### src/hw/rtl/slsps_pkg.sv
// package: constants, types and helpers for the sound port pitch slew block
`timescale 1ns / 1ps

package slsps_pkg;

  localparam int NUM_SLOTS   = 9;
  localparam int SLOT_W      = 4;
  localparam int PITCH_W     = 18;
  localparam int FRAME_W     = 32;
  localparam int QUEUE_DEPTH = 2;

  localparam logic [PITCH_W-1:0] PITCH_RESET = 18'h20000;
  localparam logic [PITCH_W-1:0] PITCH_BASE  = 18'h10000;
  localparam logic [PITCH_W-1:0] SLEW_DOWN   = 18'd300;
  localparam logic [PITCH_W-1:0] SLEW_UP     = 18'd200;
  localparam logic [7:0]         SHIFT_RESET = 8'hFF;

  // command codes
  localparam logic [1:0] ACT_START = 2'd0;
  localparam logic [1:0] ACT_STOP  = 2'd1;
  localparam logic [1:0] ACT_FREQ  = 2'd2;

  // command slots, in emission order
  localparam logic [SLOT_W-1:0] SLOT_START2 = 4'd0;
  localparam logic [SLOT_W-1:0] SLOT_START5 = 4'd1;
  localparam logic [SLOT_W-1:0] SLOT_CH6    = 4'd2;
  localparam logic [SLOT_W-1:0] SLOT_CH7    = 4'd3;
  localparam logic [SLOT_W-1:0] SLOT_CH4    = 4'd4;
  localparam logic [SLOT_W-1:0] SLOT_FREQ   = 4'd5;
  localparam logic [SLOT_W-1:0] SLOT_START3 = 4'd6;
  localparam logic [SLOT_W-1:0] SLOT_START1 = 4'd7;
  localparam logic [SLOT_W-1:0] SLOT_START0 = 4'd8;

  // one classified port write: which commands, the latched polarity of
  // register bits 2..4 and the slewed pitch
  typedef struct packed {
    logic [NUM_SLOTS-1:0] mask;
    logic [2:0]           pol;
    logic [PITCH_W-1:0]   pitch;
  } cmd_entry_t;

  // queue handshake between front and back
  typedef struct packed {
    logic       push;
    cmd_entry_t data;
  } push_req_t;

  typedef struct packed {
    logic       valid;
    cmd_entry_t data;
  } pop_head_t;

  function automatic logic [SLOT_W-1:0] first_slot(input logic [NUM_SLOTS-1:0] m);
    logic [SLOT_W-1:0] idx;
    idx = '0;
    for (int i = NUM_SLOTS - 1; i >= 0; i--) begin
      if (m[i]) idx = SLOT_W'(i);
    end
    return idx;
  endfunction

endpackage

### src/hw/rtl/slsps_in_if.sv
// interface: sound port write channel
`timescale 1ns / 1ps

interface slsps_in_if;
  logic        valid;
  logic        ready;
  logic [7:0]  port_value;
  logic [7:0]  changed_bits;
  logic [31:0] frame_number;

  modport source (output valid, output port_value, output changed_bits,
                  output frame_number, input ready);
  modport sink (input valid, input port_value, input changed_bits,
                input frame_number, output ready);
endinterface

### src/hw/rtl/slsps_out_if.sv
// interface: sample player command channel
`timescale 1ns / 1ps

interface slsps_out_if;
  logic        valid;
  logic        ready;
  logic [1:0]  action;
  logic [2:0]  channel;
  logic [2:0]  sample_id;
  logic        looping;
  logic [17:0] frequency;
  logic        last;

  modport source (output valid, output action, output channel, output sample_id,
                  output looping, output frequency, output last, input ready);
  modport sink (input valid, input action, input channel, input sample_id,
                input looping, input frequency, input last, output ready);
endinterface

### src/hw/rtl/shift_latch_sound_pitch_slew.sv
// top level: sound port decoder with shift latch and slewing drone pitch
//
//   channel  | dir | payload                                          | accepted when
//   ---------+-----+--------------------------------------------------+------------------
//   in_ch    | in  | port_value, changed_bits, frame_number           | valid && ready
//   out_ch   | out | action, channel, sample_id, looping, frequency,  | valid && ready
//            |     | last                                             |
//
// cycles: one port write accepted per cycle while the queue has room; the back
//   emits one command per cycle while out_ch is not stalled; a write carries 0 to 9 commands
// a write that causes no command updates state and takes no queue slot
// reset: rst_n low restores shift/latch registers, pitch, slew frame; empties queue
// stalls: out_ch.ready low holds the output register and the back's entry; the
//   queue fills and in_ch.ready drops once it is full
`timescale 1ns / 1ps

module shift_latch_sound_pitch_slew #(
  parameter int QUEUE_DEPTH = slsps_pkg::QUEUE_DEPTH
) (
  input  logic        clk,
  input  logic        rst_n,
  slsps_in_if.sink    in_ch,
  slsps_out_if.source out_ch
);

  // front to queue
  slsps_pkg::push_req_t push_req;
  logic                 q_full;
  // queue to back
  slsps_pkg::pop_head_t head;
  logic                 pop;

  // decoder: edge detect, shift register, latch compare, pitch slew
  slsps_front u_front (
    .clk      (clk),
    .rst_n    (rst_n),
    .in_ch    (in_ch),
    .push_req (push_req),
    .q_full   (q_full)
  );

  // classified writes waiting for the emitter
  slsps_fifo #(
    .DEPTH (QUEUE_DEPTH)
  ) u_fifo (
    .clk      (clk),
    .rst_n    (rst_n),
    .push_req (push_req),
    .full     (q_full),
    .pop      (pop),
    .head     (head)
  );

  // emitter: walks the slot mask in order, marks the final command
  slsps_back u_back (
    .clk    (clk),
    .rst_n  (rst_n),
    .head   (head),
    .pop    (pop),
    .out_ch (out_ch)
  );

endmodule

### src/hw/rtl/slsps_fifo.sv
// module: short command queue between the decoder front and the emitter back
`timescale 1ns / 1ps

module slsps_fifo #(
  parameter int DEPTH = slsps_pkg::QUEUE_DEPTH
) (
  input  logic                  clk,
  input  logic                  rst_n,
  input  slsps_pkg::push_req_t  push_req,
  output logic                  full,
  input  logic                  pop,
  output slsps_pkg::pop_head_t  head
);

  localparam int PTR_W = (DEPTH > 1) ? $clog2(DEPTH) : 1;
  localparam int CNT_W = $clog2(DEPTH + 1);
  localparam logic [PTR_W-1:0] LAST_PTR = PTR_W'(DEPTH - 1);
  localparam logic [CNT_W-1:0] FULL_CNT = CNT_W'(DEPTH);

  slsps_pkg::cmd_entry_t mem_r [DEPTH];
  logic [PTR_W-1:0] wr_ptr_r, wr_ptr_nxt;
  logic [PTR_W-1:0] rd_ptr_r, rd_ptr_nxt;
  logic [CNT_W-1:0] count_r, count_nxt;
  logic             do_push, do_pop;

  assign full       = (count_r == FULL_CNT);
  assign do_push    = push_req.push && !full;
  assign do_pop     = pop && (count_r != '0);
  assign head.valid = (count_r != '0);
  assign head.data  = mem_r[rd_ptr_r];

  always_comb begin
    wr_ptr_nxt = wr_ptr_r;
    rd_ptr_nxt = rd_ptr_r;
    count_nxt  = count_r;
    if (do_push) wr_ptr_nxt = (wr_ptr_r == LAST_PTR) ? '0 : wr_ptr_r + PTR_W'(1);
    if (do_pop)  rd_ptr_nxt = (rd_ptr_r == LAST_PTR) ? '0 : rd_ptr_r + PTR_W'(1);
    if (do_push && !do_pop)      count_nxt = count_r + CNT_W'(1);
    else if (!do_push && do_pop) count_nxt = count_r - CNT_W'(1);
  end

  always_ff @(posedge clk) begin
    if (!rst_n) begin
      wr_ptr_r <= '0;
      rd_ptr_r <= '0;
      count_r  <= '0;
    end else begin
      wr_ptr_r <= wr_ptr_nxt;
      rd_ptr_r <= rd_ptr_nxt;
      count_r  <= count_nxt;
    end
  end

  always_ff @(posedge clk) begin
    if (do_push) mem_r[wr_ptr_r] <= push_req.data;
  end

endmodule

### src/hw/rtl/slsps_front.sv
// module: port write decoder, shift register, latch and pitch slew state
`timescale 1ns / 1ps

module slsps_front (
  input  logic                 clk,
  input  logic                 rst_n,
  slsps_in_if.sink             in_ch,
  output slsps_pkg::push_req_t push_req,
  input  logic                 q_full
);

  localparam int PW = slsps_pkg::PITCH_W;

  logic [7:0]    shift_r, shift_nxt;
  logic [7:0]    latched_r;
  logic [PW-1:0] pitch_r;
  logic [31:0]   slew_frame_r;

  logic [7:0]    fall;
  logic [7:0]    diff;
  logic          strobe, slew, accept;
  logic [3:0]    tgt_sel;
  logic [PW-1:0] target, pitch_dn, pitch_nxt;

  assign in_ch.ready = !q_full;
  assign accept      = in_ch.valid && in_ch.ready;

  // falling edge: changed and now low
  assign fall      = in_ch.changed_bits & ~in_ch.port_value;
  assign shift_nxt = fall[4] ? {shift_r[6:0], in_ch.port_value[7]} : shift_r;
  assign strobe    = fall[0];
  assign diff      = shift_nxt ^ latched_r;
  assign slew      = strobe && (in_ch.frame_number > slew_frame_r);

  assign tgt_sel   = {shift_nxt[6], shift_nxt[5], shift_nxt[6], shift_nxt[7]};
  assign target    = slsps_pkg::PITCH_BASE + (PW'(tgt_sel) << 12);
  assign pitch_dn  = (pitch_r > target) ? pitch_r - slsps_pkg::SLEW_DOWN : pitch_r;
  assign pitch_nxt = (pitch_dn < target) ? pitch_dn + slsps_pkg::SLEW_UP : pitch_dn;

  always_comb begin
    push_req.data.mask = '0;
    push_req.data.mask[slsps_pkg::SLOT_START2] = strobe && diff[0] && !shift_nxt[0];
    push_req.data.mask[slsps_pkg::SLOT_START5] = strobe && diff[1] && !shift_nxt[1];
    push_req.data.mask[slsps_pkg::SLOT_CH6]    = strobe && diff[2];
    push_req.data.mask[slsps_pkg::SLOT_CH7]    = strobe && diff[3];
    push_req.data.mask[slsps_pkg::SLOT_CH4]    = strobe && diff[4];
    push_req.data.mask[slsps_pkg::SLOT_FREQ]   = slew;
    push_req.data.mask[slsps_pkg::SLOT_START3] = fall[3];
    push_req.data.mask[slsps_pkg::SLOT_START1] = fall[2];
    push_req.data.mask[slsps_pkg::SLOT_START0] = fall[1];
    push_req.data.pol   = shift_nxt[4:2];
    push_req.data.pitch = pitch_nxt;
    push_req.push       = accept && (push_req.data.mask != '0);
  end

  always_ff @(posedge clk) begin
    if (!rst_n) begin
      shift_r      <= slsps_pkg::SHIFT_RESET;
      latched_r    <= slsps_pkg::SHIFT_RESET;
      pitch_r      <= slsps_pkg::PITCH_RESET;
      slew_frame_r <= '0;
    end else if (accept) begin
      shift_r <= shift_nxt;
      if (strobe) latched_r <= shift_nxt;
      if (slew) begin
        pitch_r      <= pitch_nxt;
        slew_frame_r <= in_ch.frame_number;
      end
    end
  end

endmodule

### src/hw/rtl/slsps_back.sv
// module: command emitter, one command per cycle from the queued slot mask while out_ch is not stalled
`timescale 1ns / 1ps

module slsps_back (
  input  logic                 clk,
  input  logic                 rst_n,
  input  slsps_pkg::pop_head_t head,
  output logic                 pop,
  slsps_out_if.source          out_ch
);

  localparam int NS = slsps_pkg::NUM_SLOTS;
  localparam int PW = slsps_pkg::PITCH_W;

  slsps_pkg::cmd_entry_t work_r;
  logic                  busy_r;
  logic                  out_valid_r;
  logic [1:0]            act_r;
  logic [2:0]            chan_r, id_r;
  logic                  loop_r, last_r;
  logic [PW-1:0]         freq_r;

  logic                      adv, send, is_last;
  logic [slsps_pkg::SLOT_W-1:0] idx;
  logic [NS-1:0]             rem;
  logic [1:0]                act_c;
  logic [2:0]                chan_c, id_c;
  logic                      loop_c;
  logic [PW-1:0]             freq_c;

  assign adv     = !out_valid_r || out_ch.ready;
  assign send    = adv && busy_r;
  assign idx     = slsps_pkg::first_slot(work_r.mask);
  assign rem     = work_r.mask & (work_r.mask - NS'(1));
  assign is_last = (rem == '0);
  assign pop     = head.valid && (!busy_r || (send && is_last));

  always_comb begin
    act_c  = slsps_pkg::ACT_START;
    chan_c = '0;
    id_c   = '0;
    loop_c = 1'b0;
    freq_c = '0;
    unique case (idx)
      slsps_pkg::SLOT_START2: begin chan_c = 3'd2; id_c = 3'd2; end
      slsps_pkg::SLOT_START5: begin chan_c = 3'd5; id_c = 3'd5; end
      slsps_pkg::SLOT_CH6: begin
        chan_c = 3'd6;
        if (work_r.pol[0]) begin
          id_c = 3'd6; loop_c = 1'b1;
        end else begin
          act_c = slsps_pkg::ACT_STOP;
        end
      end
      slsps_pkg::SLOT_CH7: begin
        chan_c = 3'd7;
        if (work_r.pol[1]) begin
          act_c = slsps_pkg::ACT_STOP;
        end else begin
          id_c = 3'd7; loop_c = 1'b1;
        end
      end
      slsps_pkg::SLOT_CH4: begin
        chan_c = 3'd4;
        if (work_r.pol[2]) begin
          act_c = slsps_pkg::ACT_STOP;
        end else begin
          id_c = 3'd4; loop_c = 1'b1;
        end
      end
      slsps_pkg::SLOT_FREQ: begin
        act_c = slsps_pkg::ACT_FREQ; chan_c = 3'd4; freq_c = work_r.pitch;
      end
      slsps_pkg::SLOT_START3: begin chan_c = 3'd3; id_c = 3'd3; end
      slsps_pkg::SLOT_START1: begin chan_c = 3'd1; id_c = 3'd1; end
      slsps_pkg::SLOT_START0: begin chan_c = 3'd0; id_c = 3'd0; end
      default: begin chan_c = 3'd0; end
    endcase
  end

  always_ff @(posedge clk) begin
    if (!rst_n) begin
      busy_r      <= 1'b0;
      out_valid_r <= 1'b0;
    end else begin
      if (pop) begin
        busy_r <= 1'b1;
      end else if (send && is_last) begin
        busy_r <= 1'b0;
      end
      if (adv) out_valid_r <= send;
    end
  end

  always_ff @(posedge clk) begin
    if (pop) begin
      work_r <= head.data;
    end else if (send) begin
      work_r.mask <= rem;
    end
    if (send) begin
      act_r  <= act_c;
      chan_r <= chan_c;
      id_r   <= id_c;
      loop_r <= loop_c;
      freq_r <= freq_c;
      last_r <= is_last;
    end
  end

  assign out_ch.valid     = out_valid_r;
  assign out_ch.action    = act_r;
  assign out_ch.channel   = chan_r;
  assign out_ch.sample_id = id_r;
  assign out_ch.looping   = loop_r;
  assign out_ch.frequency = freq_r;
  assign out_ch.last      = last_r;

endmodule
### src/flat_wrapper.sv
// flat-port wrapper written by rule: the top's interface ports become plain ports
module shift_latch_sound_pitch_slew_flat 
#(
  parameter int QUEUE_DEPTH = slsps_pkg::QUEUE_DEPTH
)
  (clk, rst_n, in_ch_valid, in_ch_port_value, in_ch_changed_bits, in_ch_frame_number, in_ch_ready, out_ch_valid, out_ch_action, out_ch_channel, out_ch_sample_id, out_ch_looping, out_ch_frequency, out_ch_last, out_ch_ready);
  slsps_in_if in_ch_i ();
  slsps_out_if out_ch_i ();
  input  logic clk;
  input  logic rst_n;
  input wire logic [$bits(in_ch_i.valid)-1:0] in_ch_valid;
  input wire logic [$bits(in_ch_i.port_value)-1:0] in_ch_port_value;
  input wire logic [$bits(in_ch_i.changed_bits)-1:0] in_ch_changed_bits;
  input wire logic [$bits(in_ch_i.frame_number)-1:0] in_ch_frame_number;
  output wire logic [$bits(in_ch_i.ready)-1:0] in_ch_ready;
  output wire logic [$bits(out_ch_i.valid)-1:0] out_ch_valid;
  output wire logic [$bits(out_ch_i.action)-1:0] out_ch_action;
  output wire logic [$bits(out_ch_i.channel)-1:0] out_ch_channel;
  output wire logic [$bits(out_ch_i.sample_id)-1:0] out_ch_sample_id;
  output wire logic [$bits(out_ch_i.looping)-1:0] out_ch_looping;
  output wire logic [$bits(out_ch_i.frequency)-1:0] out_ch_frequency;
  output wire logic [$bits(out_ch_i.last)-1:0] out_ch_last;
  input wire logic [$bits(out_ch_i.ready)-1:0] out_ch_ready;
  assign in_ch_i.valid = in_ch_valid;
  assign in_ch_i.port_value = in_ch_port_value;
  assign in_ch_i.changed_bits = in_ch_changed_bits;
  assign in_ch_i.frame_number = in_ch_frame_number;
  assign in_ch_ready = in_ch_i.ready;
  assign out_ch_valid = out_ch_i.valid;
  assign out_ch_action = out_ch_i.action;
  assign out_ch_channel = out_ch_i.channel;
  assign out_ch_sample_id = out_ch_i.sample_id;
  assign out_ch_looping = out_ch_i.looping;
  assign out_ch_frequency = out_ch_i.frequency;
  assign out_ch_last = out_ch_i.last;
  assign out_ch_i.ready = out_ch_ready;
  shift_latch_sound_pitch_slew #(.QUEUE_DEPTH(QUEUE_DEPTH)) u_core (.clk(clk), .rst_n(rst_n), .in_ch(in_ch_i), .out_ch(out_ch_i));
endmodule
### config.mk
export PLATFORM = sky130hd
export DESIGN_NAME = shift_latch_sound_pitch_slew_flat
export DESIGN_NICKNAME = d
export VERILOG_FILES = /design/src/hw/rtl/slsps_pkg.sv /design/src/hw/rtl/slsps_in_if.sv /design/src/hw/rtl/slsps_out_if.sv /design/src/hw/rtl/shift_latch_sound_pitch_slew.sv /design/src/hw/rtl/slsps_fifo.sv /design/src/hw/rtl/slsps_front.sv /design/src/hw/rtl/slsps_back.sv /design/src/flat_wrapper.sv
export SDC_FILE = /design/constraint.sdc
export NUM_CORES = 1
export LEC_CHECK = 0
export ABC_AREA = 1
export BUFFER_PORTS_ARGS = -buffer_cell sky130_fd_sc_hd__buf_2
export CORE_MARGIN = 2
export CORE_UTILIZATION = 40
export CTS_BUF_LIST = sky130_fd_sc_hd__clkbuf_2 sky130_fd_sc_hd__clkbuf_4 sky130_fd_sc_hd__clkbuf_8
export CTS_CLUSTER_DIAMETER = 80
export CTS_CLUSTER_SIZE = 40
export DETAILED_ROUTE_END_ITERATION = 10
export GPL_ROUTABILITY_DRIVEN = 0
export GPL_TIMING_DRIVEN = 0
export SYNTH_ARGS = -nofsm -noshare
export SYNTH_HDL_FRONTEND = slang
export SYNTH_SLANG_ARGS = --single-unit
export TNS_END_PERCENT = 5
### constraint.sdc
create_clock -name clk -period 4.4 [get_ports clk]
set_input_delay 0.66 -clock clk [delete_from_list [all_inputs] [get_ports clk]]
set_output_delay 0.66 -clock clk [all_outputs]
set_load 0.005 [all_outputs]
==> impl_metrics.py <==
metrics = {
    "grt": {
        "grt_pass1_vias": 6359,
        "grt_max_degree": 29,
        "grt_usage": 0.1591,
        "grt_pass1_wl_mm": 30.55,
        "gr-total-overflow": 0,
        "antenna_found_initial": 0,
    },
    "route": {
        "wl_met2_mm": 8.519,
        "final_antenna_net_count": 0,
        "drt-initial-drc-count": 342,
        "wl_met3_um": 874,
        "post-route-drc-count": 0,
        "dr.pass1.iters": 5,
        "dr_total_vias": 6868,
        "wl_met1_mm": 8.916,
        "via_per_inst": 4.783,
        "wl_per_cell_um": 12.94,
        "highest_layer": "met4",
        "routed_wirelength_mm": 18.58,
    },
    "timing": {
        "fin_crit_ns": 4.152,
        "tns_ns": 0,
        "worstMarginPinSlew_ns": 1.125,
        "timing_hold_violations_final": 0,
        "setup_viol": 0,
        "finalCritPeriodShare": 0.9435,
        "max_freq_ghz": 0.2409,
        "rsz0062_at_grt": "no",
        "drv_slew": 0,
        "skew_ns": 0.01485,
        "slew_headroom": 0.2492,
    },
    "clocking": {
        "clk_pin_slew_ns": 0.09,
        "postCtsSetupBuffers": 0,
        "clock-sinks": 178,
        "cts_tree": "yes",
        "ctsResizeCount": 0,
        "h-tree-depth": 4,
        "ctsHoldBuffers": 0,
        "clock_tree.root_cell": "clkbuf_8",
        "clk_latency_ns": 0.47,
        "cts_buffers": 17,
        "cts_buffer_depth": 2,
    },
    "min_path": {
        "hold_path_class": "in -> reg",
        "min_from": "in_ch_frame_number[21]",
        "worstHoldPathCells": 3,
        "min_to": "u_core.u_front.slew_frame_r[21]",
    },
    "layout": {
        "final_net_count": 1234,
        "register_area_um2": 4664,
        "final_cell_area_um2": 10260,
        "fin_util": 0.4561,
        "num_antenna_cells": 0,
        "multi_input_area_um2": 3716,
        "drive_gt1_frac": 0.1642,
        "fill_cells": 2220,
        "areaGrowthSynthToFinish_pct": 12.46,
    },
    "synth": {
        "synth.avg_cell_area_um2": 8.742,
        "yosysUniqueCellTypes": 50,
        "synth_area_um2": 9126,
        "seq_area_frac_synth": 0.5111,
        "synthCells": 1044,
        "synth.most_common_cell": "nand2_1",
        "synth_top_flop_cell": "edfxtp_1",
        "synth.area.top_cells": "edfxtp_1 36%, dfxtp_1 15%, nand2_1 7.4%, inv_1 6.4%, nor2_1 6.2%",
        "synth.top_cell.area_share": 0.3619,
        "yosys.area.top_type": "edfxtp_1",
        "synthTopCellsByCount": "180 x nand2_1, 155 x inv_1, 150 x nor2_1",
        "async_flop_share": 0,
        "ys_warn_count": 0,
        "synth-edff-count": 110,
        "synth_seq_cells": 178,
    },
    "placed_design": {
        "port_buffers": 74,
        "hpwl_mm": 14.04,
        "dpl-instance-area_um2": 9886,
    },
    "critical_path": {
        "critPathKind": "in -> reg",
        "worst_ep_required_time_ns": 4.61,
        "r2r_slack_ns": 0.67,
        "startpoint_type": "primary input",
        "reg2reg_to": "u_core.u_fifo.mem_r[0][3]",
        "r2r_start": "u_core.u_front.shift_r[5]",
        "arrival_ns": 4.37,
        "critPathMaxFanout": 10,
        "end_kind": "flip-flop",
        "worst-r2r-cell-count": 17,
    },
    "power": {
        "power.total_mw": 5.515,
        "swShare": 0.3610,
        "p_int_mw": 3.524,
        "p_seq_frac": 0.457,
        "leakagePower_nw": 4.572,
        "ir_drop_uv": 197.2,
        "power_density_nw_per_um2": 537.3,
        "combPwrFrac": 0.343,
        "netSwitchingPower_mw": 1.991,
        "pwr-share-clk": 0.200,
    },
    "floorplanning": {
        "placementRows": 55,
        "die-area_um2": 24040,
        "core_area_um2": 22500,
        "die_y_um": 155.1,
        "start_util": 0.4056,
        "io_pins": 82,
        "die_x_um": 155.1,
    },
    "run_status": {
        "run_status": "finished, final reports clean",
    },
    "job": {
        "maxCapViolCount": 0,
    },
}
## power by group through the flow
stage                     Sequential [mW]  Combinational, mW  Clock, mW
after global routing                 2.56               2.17       1.19
after global placement               2.55               1.85          0
after floorplan                      2.54               1.36          0
final                                2.52               1.89       1.10
after detailed placement             2.56               1.90          0
after CTS                            2.52               1.91       1.13
## flip-flops by register name, summed over array words and instances (netlist names), 2 cells and up, named ones only
register and count:
u_core.u_fifo.count_r 2, u_core.u_front.shift_r 8, u_core.u_back.out_ch.frequency 16, u_core.u_back.out_ch.channel 3
u_core.u_back.out_ch.action 2, u_core.u_front.pitch_r 16, u_core.u_back.work_r 28, u_core.u_front.slew_frame_r 32
u_core.u_back.out_ch.sample_id 3, u_core.u_fifo.mem_r 56, u_core.u_front.latched_r 5
## worst max-delay path, cell delays in order
cell	delay, ns
buf_2	0.09
inv_1	0.04
nand2_1	0.18
buf_2	0.25
o21ai_1	0.47
ha_1	0.35
nand2_2	0.09
inv_1	0.04
nand2_1	0.10
nor2_4	0.05
nand2_4	0.13
nand4_1	0.20
o21ai_0	0.20
nand2_1	0.18
ha_1	0.35
nand2_1	0.06
nor2_1	0.29
nand2_2	0.17
nand2_4	0.16
xor2_2	0.21
inv_1	0.08
## area by class of cell
class / instances / share of cell area
Buffer: 30 / 0.01512
Clock buffer: 18 / 0.02353
Clock inverter: 13 / 0.01329
Inverter: 162 / 0.05925
Multi-Input combinational cell: 675 / 0.3621
Sequential cell: 178 / 0.4545
Tap cell: 285 / 0.03474
Timing Repair Buffer: 75 / 0.03755
## logic make-up after synthesis
family / synth area share
multiplexers: 0.02454
AO/OA/AOI/OAI: 0.1027
XOR/XNOR: 0.007403
other: 0.0004109
AND/OR/NAND/NOR: 0.2113
adder cells (fa/ha/maj): 0.05895
buffers and inverters: 0.08363
flip-flops: 0.5111
## placed cells by master (no fill, tap or decap), drive strengths merged, types with 2 or more instances in the layout
master	netlist	layout
nand2	196	196
inv	161	163
nor2	161	161
edfxtp	110	110
o21ai	91	91
buf	13	88
dfxtp	68	68
a21oi	59	59
nand3	50	50
ha	43	43
clkbuf	17	35
mux2	19	19
nand4	16	16
o211ai	11	11
xor2	6	6
clkinv	1	6
nor3	5	5
clkinvlp	0	4
or2	3	3
o21a	2	2
a31oi	2	2
conb	1	2
bufinv	0	2
## worst max-delay path by stage
stage / startpoint / to / slack [ns]
finish: in_ch_port_value[4] / u_core.u_fifo.mem_r[0][3] / 0.25
global route: in_ch_port_value[4] / u_core.u_fifo.mem_r[0][3] / 0.03
CTS: in_ch_port_value[4] / u_core.u_fifo.mem_r[0][3] / 0.07
detailed placement: in_ch_port_value[4] / u_core.u_fifo.mem_r[0][3] / -0.42
global placement: in_ch_frame_number[23] / u_core.u_fifo.mem_r[0][11] / -0.86
floorplan: in_ch_frame_number[23] / u_core.u_fifo.mem_r[0][10] / 0.40
## per-layer routing
metal | global-route usage | vias up
met4 | 0.04938 | 0
met1 | 0.2139 | 3102
met2 | 0.2603 | 126
met3 | 0.03175 | 21
li1 | - | 3619
met5 | 0 | -
## metrics by stage
| stage | worst slack, ns | hold slack, ns | instances |
|---|---|---|---|
| after floorplan | 0.3977 | 0.4255 | 1045 |
| after global placement | -0.8593 | 0.4379 | 1404 |
| after detailed placement | -0.4239 | 0.4421 | 1405 |
| after CTS | 0.07175 | 0.4167 | 1436 |
| after global routing | 0.03012 | 0.4227 | 1436 |
| final | 0.2484 | 0.4404 | 1436 |
Note: power is estimated with default switching activity, not from simulation.
